$ cat config.mk
export PLATFORM = sky130hd
export DESIGN_NAME = ac_remote_frame_encoder_core
export DESIGN_NICKNAME = d
export VERILOG_FILES = /design/src/sv/acrfe_pkg.sv /design/src/sv/acrfe_cell.sv /design/src/sv/acrfe_csum.sv /design/src/sv/ac_remote_frame_encoder_core.sv
export SDC_FILE = /design/constraint.sdc
export NUM_CORES = 1
export LEC_CHECK = 0
export BUFFER_PORTS_ARGS = -buffer_cell sky130_fd_sc_hd__buf_2
export CELL_PAD_IN_SITES_DETAIL_PLACEMENT = 0
export CELL_PAD_IN_SITES_GLOBAL_PLACEMENT = 2
export CORE_AREA = 2 2 215 217
export DETAILED_ROUTE_END_ITERATION = 6
export DIE_AREA = 0 0 217 219
export GPL_ROUTABILITY_DRIVEN = 0
export PLACE_DENSITY = 0.9
export SETUP_SLACK_MARGIN = 0.4
export SYNTH_ARGS = -nofsm -noshare
export SYNTH_HDL_FRONTEND = slang
export SYNTH_SLANG_ARGS = --single-unit
$ cat constraint.sdc
create_clock -name clk_i -period 4.6 [get_ports clk_i]
set_input_delay 0.69 -clock clk_i [delete_from_list [all_inputs] [get_ports clk_i]]
set_output_delay 0.69 -clock clk_i [all_outputs]
set_load 0.01 [all_outputs]
$ cat src/sv/acrfe_pkg.sv
package acrfe_pkg;

  localparam int unsigned HdrLen   = 8;
  localparam int unsigned StateLen = 19;
  localparam int unsigned NumCells = HdrLen + StateLen;

  // configuration register indexes
  typedef enum logic [1:0] {
    CfgHeader = 2'd0,
    CfgTplLow = 2'd1,
    CfgTplMid = 2'd2,
    CfgTplHigh = 2'd3
  } cfg_idx_e;

  localparam logic [7:0] PowerOnBits  = 8'b1001_0000;
  localparam logic [7:0] PowerOffBits = 8'b0001_0000;

  // one byte slot of the frame line
  typedef struct packed {
    logic       valid;
    logic       state;
    logic       last;
    logic [7:0] data;
  } cell_t;

  // per-cycle control shared by all cells
  typedef struct packed {
    logic load;
    logic shift;
  } cell_ctl_t;

  function automatic logic [7:0] flip8(input logic [7:0] v);
    logic [7:0] r;
    for (int i = 0; i < 8; i++) begin
      r[i] = v[7-i];
    end
    return r;
  endfunction

  function automatic logic [7:0] mode_code(input logic [1:0] m);
    logic [7:0] r;
    unique case (m)
      2'd0: r = 8'h00;
      2'd1: r = 8'h02;
      2'd2: r = 8'h0C;
      2'd3: r = 8'h04;
      default: r = 8'h00;
    endcase
    return r;
  endfunction

  // codes 6 and 7 fall back to auto
  function automatic logic [7:0] swing_code(input logic [2:0] s);
    logic [7:0] r;
    unique case (s)
      3'd1: r = 8'h80;
      3'd2: r = 8'h40;
      3'd3: r = 8'hC0;
      3'd4: r = 8'h20;
      3'd5: r = 8'hA0;
      default: r = 8'hF0;
    endcase
    return r;
  endfunction

  function automatic logic [7:0] fan_code(input logic [2:0] f);
    logic [7:0] r;
    unique case (f)
      3'd1: r = 8'h0C;
      3'd2: r = 8'h02;
      3'd3: r = 8'h0A;
      3'd4: r = 8'h06;
      3'd5: r = 8'h0E;
      default: r = 8'h05;
    endcase
    return r;
  endfunction

endpackage

$ cat src/sv/acrfe_cell.sv
module acrfe_cell import acrfe_pkg::*; (
  input  logic      clk_i,
  input  logic      rst_ni,
  input  cell_ctl_t ctl_i,
  input  cell_t     load_i,
  input  cell_t     shift_i,
  output cell_t     cell_o
);

  cell_t cell_q, cell_d;

  always_comb begin
    priority if (ctl_i.load) begin
      cell_d = load_i;
    end else if (ctl_i.shift) begin
      cell_d = shift_i;
    end else begin
      cell_d = cell_q;
    end
  end

  always_ff @(posedge clk_i or negedge rst_ni) begin
    if (!rst_ni) begin
      cell_q <= '0;
    end else begin
      cell_q <= cell_d;
    end
  end

  assign cell_o = cell_q;

endmodule

$ cat src/sv/acrfe_csum.sv
module acrfe_csum import acrfe_pkg::*; (
  input  logic      clk_i,
  input  logic      rst_ni,
  input  cell_ctl_t ctl_i,
  input  cell_t     next_i,
  output cell_t     head_o
);

  logic [7:0] acc_q, acc_d;

  // sum of bit-reversed state bytes as they enter the head cell
  always_comb begin
    priority if (ctl_i.load) begin
      acc_d = '0;
    end else if (ctl_i.shift && next_i.valid && next_i.state && !next_i.last) begin
      acc_d = acc_q + flip8(next_i.data);
    end else begin
      acc_d = acc_q;
    end
  end

  always_ff @(posedge clk_i or negedge rst_ni) begin
    if (!rst_ni) begin
      acc_q <= '0;
    end else begin
      acc_q <= acc_d;
    end
  end

  always_comb begin
    head_o = next_i;
    if (next_i.last) begin
      head_o.data = flip8(acc_q);
    end
  end

endmodule

$ cat src/sv/ac_remote_frame_encoder_core.sv
// Remote-control frame encoder: each accepted climate-setting item (power, mode,
// temperature, swing, fan) becomes a 27-byte frame, 8 header bytes taken from the
// header register and then 19 state bytes built from the template registers with
// the setting fields patched in and a checksum byte at the end (last_byte_o high).
// The frame is loaded in parallel into a line of 27 byte cells that shifts toward
// the output; the head cell is the output register. One byte leaves per cycle
// unless the output stalls; a new item is taken only when no byte of the previous
// frame waits behind the head, with no stall in the same cycle that its checksum
// byte is taken. The checksum is accumulated byte by byte as state bytes enter
// the head cell. Write configuration only while idle; the block does not check.
module ac_remote_frame_encoder_core import acrfe_pkg::*; (
  input  logic        clk_i,
  input  logic        rst_ni,
  // configuration write port
  input  logic        cfg_we_i,
  input  logic [1:0]  cfg_idx_i,
  input  logic [63:0] cfg_data_i,
  // input item channel
  input  logic        in_valid_i,
  output logic        in_stall_o,
  input  logic        power_on_i,
  input  logic [1:0]  climate_mode_i,
  input  logic [4:0]  temperature_i,
  input  logic [2:0]  swing_setting_i,
  input  logic [2:0]  fan_setting_i,
  // result item channel
  output logic        out_valid_o,
  input  logic        out_stall_i,
  output logic [7:0]  frame_byte_o,
  output logic        in_state_section_o,
  output logic        last_byte_o
);

  // configuration registers
  logic [63:0] header_q, tpl_low_q, tpl_mid_q;
  logic [15:0] tpl_high_q;

  always_ff @(posedge clk_i or negedge rst_ni) begin
    if (!rst_ni) begin
      header_q   <= '0;
      tpl_low_q  <= '0;
      tpl_mid_q  <= '0;
      tpl_high_q <= '0;
    end else if (cfg_we_i) begin
      unique case (cfg_idx_e'(cfg_idx_i))
        CfgHeader:  header_q   <= cfg_data_i;
        CfgTplLow:  tpl_low_q  <= cfg_data_i;
        CfgTplMid:  tpl_mid_q  <= cfg_data_i;
        CfgTplHigh: tpl_high_q <= cfg_data_i[15:0];
        default: ;
      endcase
    end
  end

  // frame line
  cell_t     cell_q  [NumCells];
  cell_t     load_v  [NumCells];
  cell_t     shift_v [NumCells];
  cell_t     head_in;
  cell_ctl_t ctl;
  logic      tail_busy;
  logic      advance;

  // head slot free or its byte taken this cycle
  assign advance = !cell_q[0].valid || !out_stall_i;

  // anything still waiting behind the head
  always_comb begin
    tail_busy = 1'b0;
    for (int i = 1; i < NumCells; i++) begin
      tail_busy = tail_busy | cell_q[i].valid;
    end
  end

  // a new frame fits once the whole line drains this cycle
  assign in_stall_o = !(advance && !tail_busy);
  assign ctl.load   = in_valid_i && !in_stall_o;
  assign ctl.shift  = advance;

  // frame assembly for the parallel load
  logic [7:0] st [StateLen];

  always_comb begin
    for (int k = 0; k < 8; k++) begin
      st[k]     = tpl_low_q[8*k +: 8];
      st[8 + k] = tpl_mid_q[8*k +: 8];
    end
    st[16] = tpl_high_q[7:0];
    st[17] = tpl_high_q[15:8];
    // power and mode
    st[5] = (power_on_i ? PowerOnBits : PowerOffBits) | mode_code(climate_mode_i);
    // reversed temperature, shifted down one
    st[6] = flip8({3'b000, temperature_i}) >> 1;
    // swing and fan
    st[8] = swing_code(swing_setting_i) | fan_code(fan_setting_i);
    // checksum slot, filled in on the way into the head cell
    st[18] = '0;

    for (int k = 0; k < HdrLen; k++) begin
      load_v[k].valid = 1'b1;
      load_v[k].state = 1'b0;
      load_v[k].last  = 1'b0;
      load_v[k].data  = header_q[8*k +: 8];
    end
    for (int k = 0; k < StateLen; k++) begin
      load_v[HdrLen + k].valid = 1'b1;
      load_v[HdrLen + k].state = 1'b1;
      load_v[HdrLen + k].last  = (k == StateLen - 1);
      load_v[HdrLen + k].data  = st[k];
    end
  end

  // neighbor hand-off, head fed through the checksum stage
  always_comb begin
    shift_v[0] = head_in;
    for (int i = 1; i < NumCells - 1; i++) begin
      shift_v[i] = cell_q[i + 1];
    end
    shift_v[NumCells - 1] = '0;
  end

  acrfe_csum u_csum (
    .clk_i  (clk_i),
    .rst_ni (rst_ni),
    .ctl_i  (ctl),
    .next_i (cell_q[1]),
    .head_o (head_in)
  );

  for (genvar g = 0; g < NumCells; g++) begin : g_cell
    acrfe_cell u_cell (
      .clk_i   (clk_i),
      .rst_ni  (rst_ni),
      .ctl_i   (ctl),
      .load_i  (load_v[g]),
      .shift_i (shift_v[g]),
      .cell_o  (cell_q[g])
    );
  end

  // head cell drives the result channel
  assign out_valid_o        = cell_q[0].valid;
  assign frame_byte_o       = cell_q[0].data;
  assign in_state_section_o = cell_q[0].state;
  assign last_byte_o        = cell_q[0].last;

  // checksum byte always belongs to the state section
  a_last_in_state : assert property (@(posedge clk_i) disable iff (!rst_ni)
    out_valid_o && last_byte_o |-> in_state_section_o)
    else $error("last byte outside state section");

  // an accepted item shows its first byte next cycle
  a_load_shows : assert property (@(posedge clk_i) disable iff (!rst_ni)
    in_valid_i && !in_stall_o |=> out_valid_o && !in_state_section_o)
    else $error("frame not presented after accept");

  // a frame leaves without gaps until its checksum byte
  a_no_gap : assert property (@(posedge clk_i) disable iff (!rst_ni)
    out_valid_o && !out_stall_i && !last_byte_o |=> out_valid_o)
    else $error("gap inside frame");

endmodule

# Word-level counts from Yosys, hierarchy flattened
# Index checks and enable logic that the tools add are counted.
# Widths: inputs -> output; s select.
[classes] shift=0 n_mul=0 div_mod_pow=0 bitwise_logic=27 addsub=1 eq_ne=16 order_cmp=0 reduce_logical=19 mux=61
[op_table] op="$mux 11" n=54
[op_table] op="$pmux 8 s5" n=1
[op_table] op="$mux 8" n=4
[op_table] op="$pmux 8 s4" n=1
[op_table] op="$or 1x1->1" n=25
[op_table] op="$pmux 4 s5" n=1
[op_table] op="$or 8x8->8" n=2
[op_table] op="$eq 3x2->1 const B" n=4
[op_table] op="$eq 3x3->1 const B" n=4
[op_table] op="$add 8x8->8" n=1
[op_table] op="$eq 2x2->1 const B" n=4
[op_table] op="$reduce_and 2->1" n=4
[op_table] op="$eq 3x1->1 const B" n=2
[op_table] op="$logic_and 1x1->1" n=5
[op_table] op="$logic_not 1->1" n=5
[op_table] op="$eq 2x1->1 const B" n=2
[op_table] op="$logic_not 2->1" n=2
[op_table] op="$reduce_bool 2->1" n=2
[op_table] op="$logic_or 1x1->1" n=1
[word_totals] mem_bits_ro=0 latchBits=0 mem_count=0 out_inout_bits=12 input_bits=85 word_cells=237 ram_bits=0 reg_bits=513

# Depth between registers and ports, before layout
# Gate-level depths: netlist (run 1).
[logic_depth] word_depth=29 ltp_mapped=8 ltp_nobuf=7

# Modules after synthesis
# From an unflattened synthesis (run 1), not the netlist that was laid out.
[unflattened] hier_cells=1769 area_unflattened_um2=21435.6
[by_module_without_submodules] module="acrfe_cell" area_each_um2=503.0 cells_each=47 instances=27
[by_module_without_submodules] module="ac_remote_frame_encoder_core" area_each_um2=7061.8 cells_each=420 instances=1
[by_module_without_submodules] module="acrfe_csum" area_each_um2=793.3 cells_each=80 instances=1

# Worst setup path before layout (run 1)
# No wires, ideal clock.
[synth_path] path_kind="in2reg" startpoint="input port out_stall_i" endpoint="register g_cell[16].u_cell.cell_o[1] (netlist name)" required_ns=4.468 path_stages=8 path_slack_ns=2.433 path_buffers=3 setup_time_ns=0.132 t_arrival_ns=2.035 path_cell_list="a211oi_1 -> nand4_1 -> or3_1 -> clkbuf_1 -> buf_6 -> buf_6 -> a21oi_1 -> o21ai_1"
[synth_via] elab_chain_len=5 word_cells_on_any_way=6
[synth_lines] item="start, declared" line_no="ac_remote_frame_encoder_core.sv:28" rtl="input logic out_stall_i,"
[synth_lines] item="$logic_not 1->1 (*)" line_no="ac_remote_frame_encoder_core.sv:65" rtl="assign advance = !cell_q[0].valid || !out_stall_i;"
[synth_lines] item="$logic_or 1x1->1 (*)" line_no="ac_remote_frame_encoder_core.sv:65"
[synth_lines] item="$logic_and 1x1->1" line_no="ac_remote_frame_encoder_core.sv:76" rtl="assign in_stall_o = !(advance && !tail_busy);"
[synth_lines] item="$logic_and 1x1->1" line_no="ac_remote_frame_encoder_core.sv:77" rtl="assign ctl.load = in_valid_i && !in_stall_o;"
[synth_lines] item="$mux 11 or $reduce_bool 2->1 (tied branches)"
# Every way passes the cells marked *; elsewhere a longest branch is shown, timed or not.
# A chain may end at the register's enable or synchronous reset.

# Worst setup path after layout (run 1)
[layout_path] startpoint="register g_cell[1].u_cell.cell_o[10] (netlist name)" endpoint="output port in_stall_o"
[layout_via] elab_chain_len=28
[layout_lines] item="$or 1x1->1 (25 in a row)" line_no="ac_remote_frame_encoder_core.sv:71" rtl="tail_busy = tail_busy | cell_q[i].valid;"
[layout_lines] item="$logic_not 1->1" line_no="ac_remote_frame_encoder_core.sv:76"
[layout_lines] item="$logic_and 1x1->1" line_no="ac_remote_frame_encoder_core.sv:76"
[layout_lines] item="$logic_not 1->1" line_no="ac_remote_frame_encoder_core.sv:76"
[layout_lines] item="end, declared" line_no="ac_remote_frame_encoder_core.sv:20" rtl="output logic in_stall_o,"
# Every way passes these cells.

==> results.yml, run 1 <==
status:
  run_status: "completed"
setup_path:
  rr_endpoint: "g_cell[12].u_cell.cell_o[0]"
  cp-endpoint: "in_stall_o"
  required_ns: 3.91
  r2r_start: "g_cell[1].u_cell.cell_o[10]"
  cp.arrival_ns: 2.20
  crit_fanout: 5
  crit_start: "g_cell[1].u_cell.cell_o[10]"
  crit_path_end_kind: "output port"
  startpoint_type: "flip-flop"
  regToRegSetupSlack_ns: 1.80
  crit_type: "flip-flop to output port"
  r2r_cells: 6
yosys:
  ys.flop_type: "dfrtp_1"
  synth-seq-area-share_pct: 59.8
  synthTopCellsByCount: "461 x dfrtp_1, 456 x nand2_1, 246 x nor2_1"
  synthDominantCellAreaShare_pct: 59.8
  netlist_instances: 1857
  yosys.cell_count.top_type: "dfrtp_1"
  synth_fp_nets: 1953
  yosys.cell_types.count: 39
  synth_area_mm2: 0.0193
  yosysWarnings: 0
  yosys-top-cells-area: "dfrtp_1 60%, mux2_2 11%, nand2_1 8.9%"
  synth_edf_count: 0
  async_reset_ff_share_pct: 100
  ys_ff_latch: 461
  avgSynthCellArea_um2: 10.4
  yosysTopAreaCell: "dfrtp_1"
clock_tree:
  hold_buffers: 0
  cts_resized: 0
  cts_buffers: 49
  cts_root_buf: "clkbuf_16"
  cts_sinks: 461
  cts_tree: "built"
  clk_pin_slew_ns: 0.06
  post_cts_buffers: 0
  htree_levels: 2
  cts_buffer_depth: 3
  clkLatencyLatePin_ns: 0.58
timing:
  period_share_pct: 62.7
  drv_slew: 0
  clock_skew_ns: 0.0218
  rsz0062_at_grt: "false"
  slew_headroom_pct: 21.5
  setup-tns-final_ns: 0
  finalSetupViolCount: 0
  hold_viol: 0
  max_freq_mhz: 347
  min_period_ns: 2.89
  tightest_slew_ns: 1.18
worst_hold_path:
  min_path_type: "primary input to async pin"
global_route:
  globalRouteTotalUtil_pct: 20.3
  grt-ovfl-total: 0
  antenna_found_initial: 1
  grt_max_degree: 107
  grt_pass1_wl_um: 75900
  grt_pass1_vias: 13436
routing:
  drcViolationCount: 0
  viasPerCell: 5.31
  routed_wl_um: 47000
  dr.pass1.iters: 5
  drtIter0Drc: 1085
  dr_total_vias: 13385
  wire_per_inst_um: 18.7
  final_antenna_net_count: 0
die:
  initial_core_util_pct: 42.8
  die_h_um: 219
  die_area_mm2: 0.0475
  io_pins: 97
  die_w_um: 217
  core_mm2: 0.0451
  num_rows: 78
power:
  power_uw: 12500
  ir_worst_vdd_v: 0.000321
  power.static_leakage_uw: 0.00943
  powerDensity_mw_per_mm2: 580
final_layout:
  final_nets: 1980
  drive_above_1_share_pct: 19.8
  fin_cells: 2522
  area_growth_pct: 12.2
placement:
  dp_hpwl_um: 29700
  portBuffers: 96
  dp.cells: 2433
run:
  maxCapViolCount: 0
logic make-up after synthesis:
kind of cell	share of synthesized area (%)
adders and majority gates	0.752
DFF	59.8
xor gates and xnor gates	0.227
and+or+nand+nor	15.2
muxes	10.8
AOI/OAI and AO/OA	9.34
buffers and inverters	3.94
power breakdown:
group | switching, µW | internal (µW) | leakage (µW)
clock | 1590 | 2230 | 0.000770
combinational | 1360 | 1140 | 0.00346
sequential | 881 | 5340 | 0.00520
cells in the final DEF, fill, tap and decap left out, drive strengths merged, types with 4 or more instances in the layout:
cell | netlist | final
o31ai | 11 | 11
a211oi | 10 | 10
nor2b | 8 | 8
clkinv | 0 | 10
clkbuf | 81 | 76
a22o | 8 | 8
a21oi | 34 | 34
o21ai | 48 | 48
buf | 60 | 117
nor2 | 246 | 246
nand3 | 14 | 14
nand3b | 4 | 4
mux2 | 184 | 184
nor4 | 8 | 8
a31oi | 179 | 179
dfrtp | 461 | 461
inv | 8 | 8
ha | 10 | 10
nand2 | 456 | 456
nor3 | 6 | 6
sequential cells by signal, summed over array words and instances, names as in the netlist:
name	count
header_q	64
tpl_high_q	16
g_cell.u_cell.cell_o	269
tpl_low_q	48
u_csum.acc_q	8
tpl_mid_q	56
routing by layer:
| metal | vias up | track usage (%) | wire length [µm] |
|---|---|---|---|
| met1 | 6749 | 28.3 | 22000 |
| li1 | 6354 | - | - |
| met3 | 70 | 3.44 | 1950 |
| met5 | - | 0 | 0 |
| met2 | 212 | 32.9 | 22000 |
| met4 | 0 | 5.84 | 1100 |
how the worst min path moves through the flow:
stage	startpoint	cells after the start	endpoint
after detailed placement	g_cell[7].u_cell.cell_o[9]	2	g_cell[7].u_cell.cell_o[9]
after global routing	rst_ni	1	g_cell[7].u_cell.cell_o[8]
after floorplan	rst_ni	0	g_cell[0].u_cell.cell_o[0]
after global placement	g_cell[7].u_cell.cell_o[9]	2	g_cell[7].u_cell.cell_o[9]
final	rst_ni	1	g_cell[7].u_cell.cell_o[8]
after CTS	rst_ni	1	g_cell[11].u_cell.cell_o[8]
critical path, stage by stage, from the launching register on:
cell	delay, ns
dfrtp_1	0.41
nor4_1	0.39
nand4_1	0.30
or2_2	0.37
buf_2	0.14
cell type report:
| class | instances | area (µm²) |
|---|---|---|
| fillers | 4297 | 23400 |
| flip-flops and latches | 461 | 11500 |
| multi-input cells | 1247 | 7030 |
| clock buffers | 76 | 1460 |
| well taps | 600 | 751 |
| repair buffers | 117 | 736 |
| clock inverters | 12 | 103 |
| inverters | 8 | 30.0 |
| diodes | 1 | 2.50 |
metrics by stage:
step                      instance area [µm²]  hold WS (ns)  util [%]  setup WS (ns)
final                                   21600         0.189      48.0           1.71
after global routing                    21600         0.258      48.0           1.59
after CTS                               21600         0.225      48.0           1.73
after detailed placement                20100         0.461      44.5           1.60
after global placement                  20100         0.455      44.5           1.65
after floorplan                         19300         0.394         -           2.43
Power figures use the tool's default switching activity.
==> run 2, diff against run 1 <==
--- a/config.mk
+++ b/config.mk
@@ -8,11 +8,11 @@
 export BUFFER_PORTS_ARGS = -buffer_cell sky130_fd_sc_hd__buf_2
 export CELL_PAD_IN_SITES_DETAIL_PLACEMENT = 0
 export CELL_PAD_IN_SITES_GLOBAL_PLACEMENT = 2
-export CORE_AREA = 2 2 215 217
+export CORE_AREA = 2 2 235 237
 export DETAILED_ROUTE_END_ITERATION = 6
-export DIE_AREA = 0 0 217 219
+export DIE_AREA = 0 0 237 239
 export GPL_ROUTABILITY_DRIVEN = 0
-export PLACE_DENSITY = 0.9
+export PLACE_DENSITY = 0.81
 export SETUP_SLACK_MARGIN = 0.4
 export SYNTH_ARGS = -nofsm -noshare
 export SYNTH_HDL_FRONTEND = slang
==> constraint.sdc (replaced) <==
create_clock -name clk_i -period 2.5 [get_ports clk_i]
set_input_delay 0.375 -clock clk_i [delete_from_list [all_inputs] [get_ports clk_i]]
set_output_delay 0.375 -clock clk_i [all_outputs]
set_load 0.01 [all_outputs]
==> run 2 against run 1 <==
  * Via count grew 6.4%
  * Clock skew grew 0.0085 ns
  * Sequential share of layout area shrank 7.4 points
  * Hold slack lost 0.16 ns
  * Total power grew 97%
  * Sequential power grew 86%
  * Final cell count grew 8.8%
  * Combinational power grew 110%
  * Largest cell class unchanged
  * Largest power group unchanged
==> results.yml, run 2 (synthesis gave the netlist of run 1 again) <==
final_layout:
  diodes: 0
  final_nets: 2097
  largest_reg_flops: 269
  area_growth_pct: 30.3
  final_cell_mix: "461 x dfrtp_1, 343 x nand2_1, 244 x nor2_1, 184 x mux2_2, 158 x a31oi_1"
  post-route-util_pct: 46.3
  drive_above_1_share_pct: 32.0
  layout_commonest_cell: "dfrtp_1"
setup_path:
  required_ns: 2.12
  crit_fanout: 2
  startpoint_type: "flip-flop"
  crit_slowest_cell: "dfrtp_1"
  crit_type: "flip-flop to output port"
  path_cells: "nor4_4 > nand4_1 > buf_4 > or2_4 > buf_6"
  cp.arrival_ns: 2.05
  regToRegSetupSlack_ns: 0.10
  crit_path_end_kind: "output port"
  critPathMaxStageDelay_ns: 0.41
clock_tree:
  cts_buffers: 51
  cts_root_buf: "clkbuf_16"
  cts_tree: "built"
  htree_levels: 2
  clk_pin_slew_ns: 0.06
  cts_sinks: 461
  clkLatencyLatePin_ns: 0.61
  cts_buffer_depth: 3
routing:
  dr_total_vias: 14245
  drtIter0Drc: 934
  drcViolationCount: 0
  dr.pass1.iters: 5
  viasPerCell: 5.19
  wire_per_inst_um: 20.6
  routed_wl_um: 56600
  final_antenna_net_count: 0
power:
  power.static_leakage_uw: 0.0112
  ir_worst_vdd_v: 0.000629
  power.switching_uw: 7920
  powerDensity_mw_per_mm2: 981
  swShare_pct: 32.1
  p_int_uw: 16800
  p_seq_share_pct: 47.2
  combPwrFrac_pct: 21.8
  clock_power_share_pct: 31.1
timing:
  clock_skew_ns: 0.0303
  min_period_ns: 2.43
  max_freq_mhz: 412
  tightest_slew_ns: 0.762
  setup_slack_ns: 0.0743
  hold_viol: 0
  drv_slew: 0
  whs_ns: 0.0298
  slew_headroom_pct: 49.1
  period_share_pct: 97.0
  rsz0062_at_grt: "true"
  finalSetupViolCount: 0
worst_hold_path:
  min_path_type: "primary input to flip-flop"
global_route:
  globalRouteTotalUtil_pct: 19.9
  grt_pass1_wl_um: 86500
  grt_pass1_vias: 14286
  antenna_found_initial: 3
  grt_max_degree: 98
  grt-ovfl-total: 0
placement:
  post-place-ws_ns: 0.225
  portBuffers: 96
  dp_hpwl_um: 34100
run:
  maxCapViolCount: 0
die:
  num_rows: 86
  die_h_um: 239
  io_pins: 97
  initial_core_util_pct: 35.5
  die_w_um: 237
  die_area_mm2: 0.0566
  core_mm2: 0.0543
status:
  run_status: "completed"
run 2: layout make-up:
class / count / area (µm²)
tap: 704 / 881
clock buffer: 75 / 1490
timing repair buffer: 232 / 2910
clock inverter: 17 / 203
sequential: 461 / 11500
inverter: 8 / 30.0
fill: 4938 / 29200
multi-input combinational: 1247 / 8100
run 2: stage by stage:
| step | cell area (µm²) | TNS (ns) | std cells | total power [µW] |
|---|---|---|---|---|
| floorplan | 19300 | 0 | 1857 | 14600 |
| detailed placement | 20800 | 0 | 2571 | 16600 |
| global placement | 20800 | 0 | 2571 | 16400 |
| global route | 25100 | -0.0282 | 2744 | 26100 |
| CTS | 23700 | 0 | 2714 | 24400 |
| finish | 25100 | 0 | 2744 | 24700 |
run 2: power groups by stage:
stage / clock network (µW) / registers, µW / logic, µW
finish: 7670 / 11600 / 5370
global placement: 0 / 11500 / 4870
floorplan: 0 / 10900 / 3670
CTS: 7800 / 11500 / 5100
global route: 8110 / 11900 / 6040
detailed placement: 0 / 11500 / 5010
run 2: layer usage:
layer  vias to the layer above  GRT usage, %  wire length (µm)
met5                         -             0                11
met4                         2          5.50              1180
met3                        67          3.23              2570
met2                       269          32.1             26800
met1                      7296          28.0             26100
li1                       6611             -                 -
run 2: worst max-delay path: cells and delay by family (launching register included):
family / cells / cell delay [ns]
buffers and inverters: 2 / 0.30
flip-flops: 1 / 0.41
AND/OR/NAND/NOR: 3 / 0.74
run 2: repair_timing:
item                                   4_1_cts  5_1_grt
resized for setup                           55      245
setup endpoints to repair                  232      272
setup buffers                               25       20
endpoints found under the hold margin       57        0
hold buffers                                 2        0
gates cloned                                24       10
pin swaps                                   30      225
run 2: worst paths after layout:
check	from	endpoint	cells after the start
max reg2reg	g_cell[2].u_cell.cell_o[10]	g_cell[7].u_cell.cell_o[3]	12
max in group asynchronous	rst_ni	g_cell[23].u_cell.cell_o[9]	3
min reg2reg	g_cell[25].u_cell.cell_o[8]	g_cell[25].u_cell.cell_o[8]	2
min	cfg_data_i[53]	tpl_mid_q[53]	2
max	g_cell[2].u_cell.cell_o[10]	in_stall_o	5
min in group asynchronous	rst_ni	g_cell[26].u_cell.cell_o[8]	2
==> run 3, diff against run 2 <==
--- a/config.mk
+++ b/config.mk
@@ -8,12 +8,13 @@
 export BUFFER_PORTS_ARGS = -buffer_cell sky130_fd_sc_hd__buf_2
 export CELL_PAD_IN_SITES_DETAIL_PLACEMENT = 0
 export CELL_PAD_IN_SITES_GLOBAL_PLACEMENT = 2
-export CORE_AREA = 2 2 235 237
+export CORE_AREA = 2 2 238 240
 export DETAILED_ROUTE_END_ITERATION = 6
-export DIE_AREA = 0 0 237 239
+export DIE_AREA = 0 0 240 242
 export GPL_ROUTABILITY_DRIVEN = 0
-export PLACE_DENSITY = 0.81
+export PLACE_DENSITY = 0.83
 export SETUP_SLACK_MARGIN = 0.4
 export SYNTH_ARGS = -nofsm -noshare
 export SYNTH_HDL_FRONTEND = slang
+export SYNTH_HIERARCHICAL = 1
 export SYNTH_SLANG_ARGS = --single-unit
==> run 3 against run 2 <==
  * Die area up 2.5%
  * Combinational power increased by 59%
  * Fmax down 2.7%
  * Clock power increased by 6.4%
  * Via count up 5.9%
  * Total power up 23%
  * Non-clock buffer count grew 94
  * Worst setup slack got worse by 0.067 ns
  * Highest routed layer is now met4
  * Largest cell class unchanged
  * Sequential cell count grew 28
  * Area after synthesis is 11% higher
==> results.yml, run 3 <==
timing:
  hold_viol: 0
  clock_skew_ns: 0.0213
  slew_headroom_pct: 63.8
  min_period_ns: 2.49
  setup_slack_ns: 0.00706
  period_share_pct: 99.7
  finalSetupViolCount: 0
  max_freq_mhz: 401
  drv_slew: 0
  rsz0062_at_grt: "true"
  tightest_slew_ns: 0.543
clock_tree:
  cts_sinks: 489
  cts_buffer_depth: 3
  cts_buffers: 53
  clk_pin_slew_ns: 0.06
  clkLatencyLatePin_ns: 0.60
  htree_levels: 2
  cts_root_buf: "clkbuf_16"
  cts_tree: "built"
yosys:
  yosys.cell_count.top_type: "dfrtp_1"
  ys_ff_latch: 489
  netlist_instances: 1769
  yosysTopAreaCell: "dfrtp_1"
  ys.flop_type: "dfrtp_1"
  synth_edf_count: 0
  synth-seq-area-share_pct: 57.1
  yosys.cell_types.count: 45
  async_reset_ff_share_pct: 100
  synthTopCellsByCount: "489 x dfrtp_1, 301 x nand2_1, 300 x mux2i_1"
  synth_area_mm2: 0.0214
  yosys-top-cells-area: "dfrtp_1 57%, mux2i_1 14%, o21ai_1 6.3%"
  avgSynthCellArea_um2: 12.1
  yosysWarnings: 6
  synthDominantCellAreaShare_pct: 57.1
final_layout:
  layout_commonest_cell: "dfrtp_1"
  area_growth_pct: 40.8
  final_cell_mix: "489 x dfrtp_1, 300 x mux2i_1, 234 x o21ai_2, 175 x nand2_1, 107 x conb_1"
  fill_cells: 4654
  ff_latch_area_mm2: 0.0122
  final_area_mm2: 0.0302
  multi_input_area_mm2: 0.0104
  final_nets: 2241
  largest_reg_flops: 297
  drive_above_1_share_pct: 39.6
routing:
  drcViolationCount: 0
  final_antenna_net_count: 0
  wire_per_inst_um: 21.6
  viasPerCell: 5.12
  dr.pass1.iters: 5
  dr_total_vias: 15080
  drtIter0Drc: 789
  routed_wl_um: 63700
status:
  run_status: "completed"
die:
  die_w_um: 240
  die_h_um: 242
  num_rows: 87
  io_pins: 97
  die_area_mm2: 0.0581
  core_mm2: 0.0557
  initial_core_util_pct: 38.5
power:
  powerDensity_mw_per_mm2: 1010
  ir_worst_vdd_v: 0.000460
  power.static_leakage_uw: 0.0143
global_route:
  globalRouteTotalUtil_pct: 21.6
  grt_max_degree: 72
  grt_pass1_wl_um: 95500
  antenna_found_initial: 1
  grt_pass1_vias: 15531
  grt-ovfl-total: 0
placement:
  dp_hpwl_um: 35900
  placed_area_mm2: 0.0233
  post-place-ws_ns: 0.106
  portBuffers: 96
worst_hold_path:
  min_path_type: "primary input to flip-flop"
setup_path:
  startpoint_type: "flip-flop"
  crit_path_end_kind: "output port"
  cp.arrival_ns: 2.12
  crit_type: "flip-flop to output port"
  crit_fanout: 2
  required_ns: 2.12
run:
  maxCapViolCount: 0
run 3: routing by layer:
layer  global-route usage, %  up-vias  wire length (µm)
li1                        -     6900                 -
met5                       0        -                 0
met1                    29.9     7797             28400
met2                    34.9      267             30900
met3                    2.78      116              2210
met4                    7.47        0              2150
run 3: final timing paths:
path                       depth (start not counted)                            to                          from  slack [ns]
setup / recovery                                   5                    in_stall_o  g_cell[14].u_cell/cell_o[10]       0.007
hold / removal                                     3   g_cell[14].u_cell/cell_o[5]              temperature_i[1]       0.008
setup reg to reg                                  13    g_cell[7].u_cell/cell_o[0]  g_cell[14].u_cell/cell_o[10]        0.02
hold reg to reg                                    2    g_cell[9].u_cell/cell_o[1]                  tpl_low_q[9]        0.47
max in group asynchronous                          3  g_cell[13].u_cell/cell_o[10]                        rst_ni        1.34
min in group asynchronous                          2   g_cell[19].u_cell/cell_o[2]                        rst_ni        0.33
run 3: layout make-up:
class	count	share of cell area (%)
Sequential cell	489	40.5
Multi-Input combinational cell	1276	34.4
Timing Repair Buffer	326	15.8
Clock buffer	82	5.33
Tap cell	756	3.13
Clock inverter	13	0.663
Inverter	2	0.0497
Antenna cell	1	0.00829
run 3: per-stage QoR:
step                      power (µW)  TNS [ns]  utilization (%)  std cells  hold slack (ns)
after floorplan                18100   -381.33                -       1874           0.0794
after global placement         20300         0             41.8       2675            0.366
after detailed placement       20500         0             41.8       2675            0.369
after CTS                      29500    -0.111             51.5       2917         0.000851
after global routing           32100     -2.76             54.2       2945          0.00983
final                          30400         0             54.2       2945          0.00783
run 3: cell families after synthesis:
family	synth area share, %
mux	24.1
xor+xnor	0.123
other cells	0.0350
fa+ha+maj	0.502
flops	57.1
compound gates	7.90
buf+inv	3.72
simple gates	6.48
run 3: critical path, cell delays in order (launching register included):
cell and delay (ns):
dfrtp_1 0.40, nor4_2 0.29, buf_4 0.15, nand4_1 0.11, or3_4 0.43, buf_6 0.14
run 3: timing repair:
item                                   4_1_cts  5_1_grt
setup endpoints to repair                  292      306
gates cloned                                56       13
pin swaps                                   42       40
hold buffers                                14        0
endpoints found under the hold margin       64        0
resized for setup                          345      281
buffers inserted                            77       14
run 3: power by group:
| part | leakage [µW] | internal (µW) | switching (µW) |
|---|---|---|---|
| clock network | 0.000892 | 4920 | 3240 |
| registers | 0.00576 | 11000 | 2740 |
| logic | 0.00765 | 4590 | 3930 |
